`config.mk`:
```
export PLATFORM = sky130hd
export DESIGN_NAME = ghe_ctrl
export DESIGN_NICKNAME = d
export VERILOG_FILES = /design/src/hw/rtl/ghe_pkg.sv /design/src/hw/rtl/ghe_ctrl.sv
export VERILOG_INCLUDE_DIRS = /design/src /design/src/hw/rtl
export SDC_FILE = /design/constraint.sdc
export NUM_CORES = 1
export LEC_CHECK = 0
export ABC_AREA = 1
export BUFFER_PORTS_ARGS = -buffer_cell sky130_fd_sc_hd__buf_2
export CORE_MARGIN = 1.5
export CORE_UTILIZATION = 45
export CTS_CLUSTER_DIAMETER = 120
export CTS_CLUSTER_SIZE = 30
export DETAILED_ROUTE_END_ITERATION = 10
export HOLD_SLACK_MARGIN = 0.12
export PLACE_DENSITY = 0.69
export SYNTH_ARGS = -nofsm -noshare
export SYNTH_HDL_FRONTEND = slang
export SYNTH_SLANG_ARGS = --single-unit
```
`constraint.sdc`:
```
create_clock -name clock -period 1.6 [get_ports clock]
set_input_delay 0.24 -clock clock [delete_from_list [all_inputs] [get_ports clock]]
set_output_delay 0.24 -clock clock [all_outputs]
set_load 0.005 [all_outputs]
```
`src/hw/rtl/assert_macros.svh`:
```
// assertion macros shared by the rtl files
`ifndef ASSERT_MACROS_SVH
`define ASSERT_MACROS_SVH

`ifndef NO_ASSERTIONS

// same-cycle implication
`define GHE_ASSERT_IMPL(name, clk, rst, ante, cons) \
   name: assert property (@(posedge clk) disable iff (rst) (ante) |-> (cons)) \
      else $error("ghe assertion failed");

// next-cycle implication
`define GHE_ASSERT_NEXT(name, clk, rst, ante, cons) \
   name: assert property (@(posedge clk) disable iff (rst) (ante) |=> (cons)) \
      else $error("ghe assertion failed");

`else

`define GHE_ASSERT_IMPL(name, clk, rst, ante, cons)
`define GHE_ASSERT_NEXT(name, clk, rst, ante, cons)

`endif

`endif

```
`src/hw/rtl/ghe_pkg.sv`:
```
`timescale 1ns / 1ps
`default_nettype none

package ghe_pkg;

   localparam int BINS       = 256;
   localparam int COUNT_BITS = 23;
   localparam int BIN_BITS   = $clog2(BINS);
   localparam int PIX_BITS   = 8;
   localparam int LEVEL_BITS = 9;
   localparam int PROD_BITS  = COUNT_BITS + PIX_BITS;
   localparam int DIV_STEPS  = PIX_BITS;
   localparam int STEP_BITS  = $clog2(DIV_STEPS);
   localparam int ADDR_BITS  = 3;
   localparam int DATA_BITS  = 32;

   localparam logic [COUNT_BITS-1:0]  CNT_MAX      = {COUNT_BITS{1'b1}};
   localparam logic [LEVEL_BITS-1:0]  LEVELS_RESET = LEVEL_BITS'(BINS);

   // register index, taken from paddr above the byte offset
   localparam logic [ADDR_BITS-3:0] REG_LEVELS = '0;

   // pass selector codes
   localparam logic FUNC_COUNT = 1'b0;
   localparam logic FUNC_MAP   = 1'b1;

   typedef struct packed {
      logic [PIX_BITS-1:0] pixel;
      logic                func;
      logic                last_of_pass;
   } req_type;

   typedef struct packed {
      logic [PIX_BITS-1:0] mapped_pixel;
      logic                out_last;
   } rsp_type;

   typedef struct packed {
      logic load_item;
      logic bin_wr;
      logic bld_init;
      logic bld_rd;
      logic bld_acc;
      logic bld_mul;
      logic div_step;
      logic tbl_wr;
      logic clear;
   } cmd_type;

   typedef struct packed {
      logic item_func;
      logic item_last;
      logic idx_last;
      logic div_last;
   } status_type;

endpackage

`default_nettype wire

```
`src/hw/rtl/ghe_ctrl.sv`:
```
`timescale 1ns / 1ps
`default_nettype none
`include "assert_macros.svh"

module ghe_ctrl
   import ghe_pkg::*;
(
   input  wire logic       clock,
   input  wire logic       reset,
   input  wire logic       start,
   input  wire status_type status,
   output logic            busy,
   output logic            rsp_strobe,
   output cmd_type         cmd
);

   typedef enum logic [8:0] {
      ST_IDLE    = 9'b000000001,
      ST_READ    = 9'b000000010,
      ST_CNT_WR  = 9'b000000100,
      ST_MAP_OUT = 9'b000001000,
      ST_BLD_RD  = 9'b000010000,
      ST_BLD_ACC = 9'b000100000,
      ST_BLD_MUL = 9'b001000000,
      ST_BLD_DIV = 9'b010000000,
      ST_BLD_WR  = 9'b100000000
   } state_type;

   state_type state_ff, state_in;

   always_comb begin
      state_in = state_ff;
      cmd      = '0;
      unique case (state_ff)
         ST_IDLE: begin
            if (start) begin
               cmd.load_item = 1'b1;
               state_in      = ST_READ;
            end
         end
         ST_READ: begin
            state_in = (status.item_func == FUNC_MAP) ? ST_MAP_OUT : ST_CNT_WR;
         end
         ST_CNT_WR: begin
            cmd.bin_wr = 1'b1;
            if (status.item_last) begin
               cmd.bld_init = 1'b1;
               state_in     = ST_BLD_RD;
            end else begin
               state_in = ST_IDLE;
            end
         end
         ST_MAP_OUT: begin
            cmd.clear = status.item_last;
            state_in  = ST_IDLE;
         end
         ST_BLD_RD: begin
            cmd.bld_rd = 1'b1;
            state_in   = ST_BLD_ACC;
         end
         ST_BLD_ACC: begin
            cmd.bld_acc = 1'b1;
            state_in    = ST_BLD_MUL;
         end
         ST_BLD_MUL: begin
            cmd.bld_mul = 1'b1;
            state_in    = ST_BLD_DIV;
         end
         ST_BLD_DIV: begin
            cmd.div_step = 1'b1;
            if (status.div_last) begin
               state_in = ST_BLD_WR;
            end
         end
         ST_BLD_WR: begin
            cmd.tbl_wr = 1'b1;
            state_in   = status.idx_last ? ST_IDLE : ST_BLD_RD;
         end
         default: begin
            state_in = ST_IDLE;
         end
      endcase
   end

   always_ff @(posedge clock) begin
      if (reset) begin
         state_ff <= ST_IDLE;
      end else begin
         state_ff <= state_in;
      end
   end

   assign busy       = state_ff != ST_IDLE;
   assign rsp_strobe = state_ff == ST_MAP_OUT;

   `GHE_ASSERT_NEXT(a_accept_moves, clock, reset, start && (state_ff == ST_IDLE), state_ff == ST_READ)
   `GHE_ASSERT_IMPL(a_out_after_read, clock, reset, state_ff == ST_MAP_OUT, $past(state_ff) == ST_READ)
   `GHE_ASSERT_NEXT(a_build_ends, clock, reset, (state_ff == ST_BLD_WR) && status.idx_last, state_ff == ST_IDLE)

endmodule

`default_nettype wire

```
### After elaboration in Yosys (flattened, before gate mapping)

Index checks and enable logic that the tools add are counted.

* add/subtract/negate cells: 0
* multiply operators: 0
* div/mod/pow operators: 0
* $lt $le $gt $ge: 0
* equality and inequality tests: 12
* shift-type cells: 0
* mux-type cells: 16
* bitwise operators: 0
* reductions and logical operators: 1

Operators by type and width (number)
* $pmux W9 S8: 1
* $mux W9: 2
* $mux W5: 2
* $eq A9 B1 Y1 const B: 1
* $eq A9 B2 Y1 const B: 1
* $eq A9 B3 Y1 const B: 1
* $eq A9 B4 Y1 const B: 1
* $eq A9 B5 Y1 const B: 1
* $eq A9 B6 Y1 const B: 1
* $eq A9 B7 Y1 const B: 1
* $eq A9 B8 Y1 const B: 1
* $eq A9 B9 Y1 const B: 1
* $mux W1: 9
* $ne A9 B1 Y1 const B: 1
* $mux W4: 1
* $ne A2 B2 Y1 const B: 2
* $mux W2: 1
* $reduce_and A2 Y1: 1

* register bits after elaboration: 9
* latch bits: 0
* RAM bits: 0
* memory bits (read-only): 0
* bits of input ports: 7
* output and inout bits: 11
* memories: 0

### Longest topological paths before layout

* depth in word-level cells: 3
* gate-level depth with buffers: 9
* gate-level depth less buffers: 9

### Worst setup path before layout

Ideal clock, no wire load.

* path kind: register -> output
* start: register state_ff[4]
* end: output port cmd[8] (netlist name)
* arrival time: 0.900 ns
* data required time: 1.360 ns
* setup slack: 0.460 ns
* cell stages (with the launch flop): 6
* path buffers: 0
* cell sequence: dfxtp_1 nor2_4 nand3_4 nor2_4 inv_2 nor2_1

RTL lines
* start: declaration: line ghe_ctrl.sv:29 `state_type state_ff, state_in;`
* start signal: assignment: line ghe_ctrl.sv:89 `state_ff <= state_in;`
* end: declaration: line ghe_ctrl.sv:14 `output cmd_type cmd`

==> metrics.yaml <==
status: "completed"
cts_buffers: 3
timing_worst_setup_path_type: "register to output pin"
cp-end-kind: "output pin"
hold_path_end: "state_ff[2]"
postLayoutCoreUtil_pct: 60.6
num_io_pins: 18
grt_max_degree: 7
hold_viol_final: 0
syn_area_um2: 659
critPathSlowestCell: "dfxtp_2"
fillCellCount: 123
grt_pass1_vias: 478
cp_max_fo: 6
synth_compound_area_share_pct: 3.80
hold_start: "status[3]"
dr_total_vias: 606
path_clk_slew_ns: 0.06
portBuffers: 17
synth_fa_ha_area_share_pct: 0
syn_inst: 100
drcViolationCount: 0
yosysUniqueCellTypes: 20
syn_to_final_growth_pct: 22.6
reg_top3: "state_ff (9)"
required_ns: 1.36
cap_viol_max_count: 0
cts-htree-levels: 1
hold_ws_ns: 0.162
routabilityCongestion: 0.725
root_buffer: "clkbuf_4"
critical-path-max-stage-delay_ns: 0.33
post-dp-hpwl_um: 1000
wl_met2_um: 491
crit_top_cell: "nor2_4"
ant_nets: 0
first_pass_iters: 4
avgSynthCellArea_um2: 6.59
crit_family: "simple AND/OR/NAND/NOR gates"
top_layer: "met3"
hp-class: "primary input to register"
dr_wl_met3_um: 57
multiInputGateArea_um2: 389
yosysWarningCount: 0
drt_iter0_drc: 6
regArea_um2: 184
regMostFlops: "state_ff"
synthMuxAreaShare_pct: 0
yosys.area_share.xor_xnor_pct: 0
min_period_over_period_pct: 95.2
worstMarginPinSlew_ns: 0.181
antenna_cells: 0
ir_drop_uv: 606
rsz0062_at_grt: "yes"
fmax_mhz: 656
start_kind: "register"
netlist.area_leader.share_pct: 27.3
yosysSeqAreaShare_pct: 27.3
num_rows: 13
viasPerCell: 4.39
holdBufCountCts: 0
start_util_pct: 49.4
synthTopCellsByArea: "dfxtp_1 27%, inv_1 12%, nand2_1 10%, nor2_4 10%, nor2_1 8.5%"
pwr_density_cell_mw_per_mm2: 1220
overflow: 0
hold_depth: 2
dpl_cell_area_um2: 763
gr-usage-all-layers_pct: 15.9
grt_pass1_wl_um: 1790
post-synth-top-area-cell: "dfxtp_1"
synth-simple-area-share_pct: 55.2
nets: 131
drive_gt1_share_pct: 37.4
synth_seq_cells: 9
clkSinkCount: 9
clockBufferDepth: 2
wl_per_cell_um: 8.07
clk_latency_ns: 0.25
antenna_found_initial: 0
finalMaxSlewViolations: 0
ff2ff_setup_slack_ns: 0.38
synth_top_family_by_area: "simple AND/OR/NAND/NOR gates"
core_mm2: 0.00133
die_y_um: 41.3
post-route-min-period_ns: 1.52
setup_viol: 0
stdcell_area_um2: 808
crit_buf_inv: 2
drt-total-wl_um: 1110
cts_tree: "done"
synthesis.nets: 107
skew_ns: 0.00345
die_w_um: 41.3
crit_arrival_ns: 1.28
reg2reg_from: "state_ff[7]"
dieArea_mm2: 0.00170
max-slew-margin-rel_pct: 87.9
largest_register_ffs: 9
rr_worst_depth: 8
p_leak_nw: 0.463
r2r-end: "state_ff[0]"
path_cells: "nor2_4, nand3_4, nor2_4, inv_2, nor2_1, buf_2"
met1_length_um: 563
layout make-up:
type                       instances  share of cell area [%]
sequential                         9                    22.8
inverter                          24                    11.1
timing repair buffer              19                    12.4
multi-input combinational         67                    48.1
clock buffer                       4                    3.25
tap                               15                    2.32
worst max-delay path by stage:
stage	slack (ns)	depth (start not counted)	to	startpoint
after floorplan	0.46	5	cmd[8]	state_ff[4]
after global placement	0.34	6	cmd[8]	state_ff[4]
after detailed placement	0.33	6	cmd[8]	state_ff[4]
after CTS	0.05	6	cmd[8]	state_ff[4]
after global routing	-0.02	6	cmd[8]	state_ff[5]
final	0.08	6	cmd[8]	state_ff[5]
synth_stat cells, drive strengths merged:
library cell / number
a21oi: 3
dfxtp: 9
inv: 24
nand2: 22
nand3: 10
nand4: 1
nor2: 23
nor3: 4
nor3b: 1
o21ai: 2
or2: 1
layer usage:
layer,vias to the layer above,track usage [%]
met5,-,0
met4,0,4.84
met3,0,1.63
met2,17,26.2
met1,241,21.8
li1,348,-
worst reg2reg max path: stages (launching register included):
cell and delay, ns:
dfxtp_1 0.34, nor2_4 0.15, buf_4 0.12, nand2_1 0.09, nor2_1 0.10, nand2_1 0.07
o21ai_0 0.15, inv_1 0.07, nand3_1 0.07
cells by family (layout without fill, tap and decap cells):
group	after synthesis	after routing
and+or+nand+nor	62	62
buffers and inverters	24	47
DFF	9	9
AOI/OAI and AO/OA	5	5
cells in the final DEF, fill, tap and decap left out, types with 2 or more instances in the layout:
| master | n |
|---|---|
| a21oi_1 | 3 |
| buf_2 | 17 |
| buf_4 | 2 |
| clkbuf_4 | 3 |
| dfxtp_1 | 6 |
| dfxtp_2 | 3 |
| inv_1 | 21 |
| inv_2 | 3 |
| nand2_1 | 18 |
| nand2_2 | 2 |
| nand2_4 | 2 |
| nand3_1 | 7 |
| nand3_2 | 2 |
| nor2_1 | 15 |
| nor2_2 | 2 |
| nor2_4 | 6 |
| nor3_1 | 3 |
what timing repair did:
item | CTS | global route
endpoints found under the setup margin | 0 | 3
setup buffers | 0 | 2
gates resized for setup | 0 | 3
stage by stage:
step	setup WS, ns	power, mW	setup TNS, ns	instances
floorplan	0.460	0.711	0	100
global placement	0.341	0.805	0	132
detailed placement	0.329	0.809	0	132
CTS	0.0519	0.978	0	136
global route	-0.0190	1.08	-0.0190	138
finish	0.0760	0.983	0	138
where the power goes:
part | total, mW | leakage [nW] | switching (mW) | internal, mW
combinational | 0.519 | 0.374 | 0.313 | 0.206
sequential | 0.304 | 0.0738 | 0.0394 | 0.264
clock | 0.161 | 0.0150 | 0.0661 | 0.0952
total | 0.983 | 0.463 | 0.418 | 0.565
No activity file was read; power rests on OpenSTA's default activity.
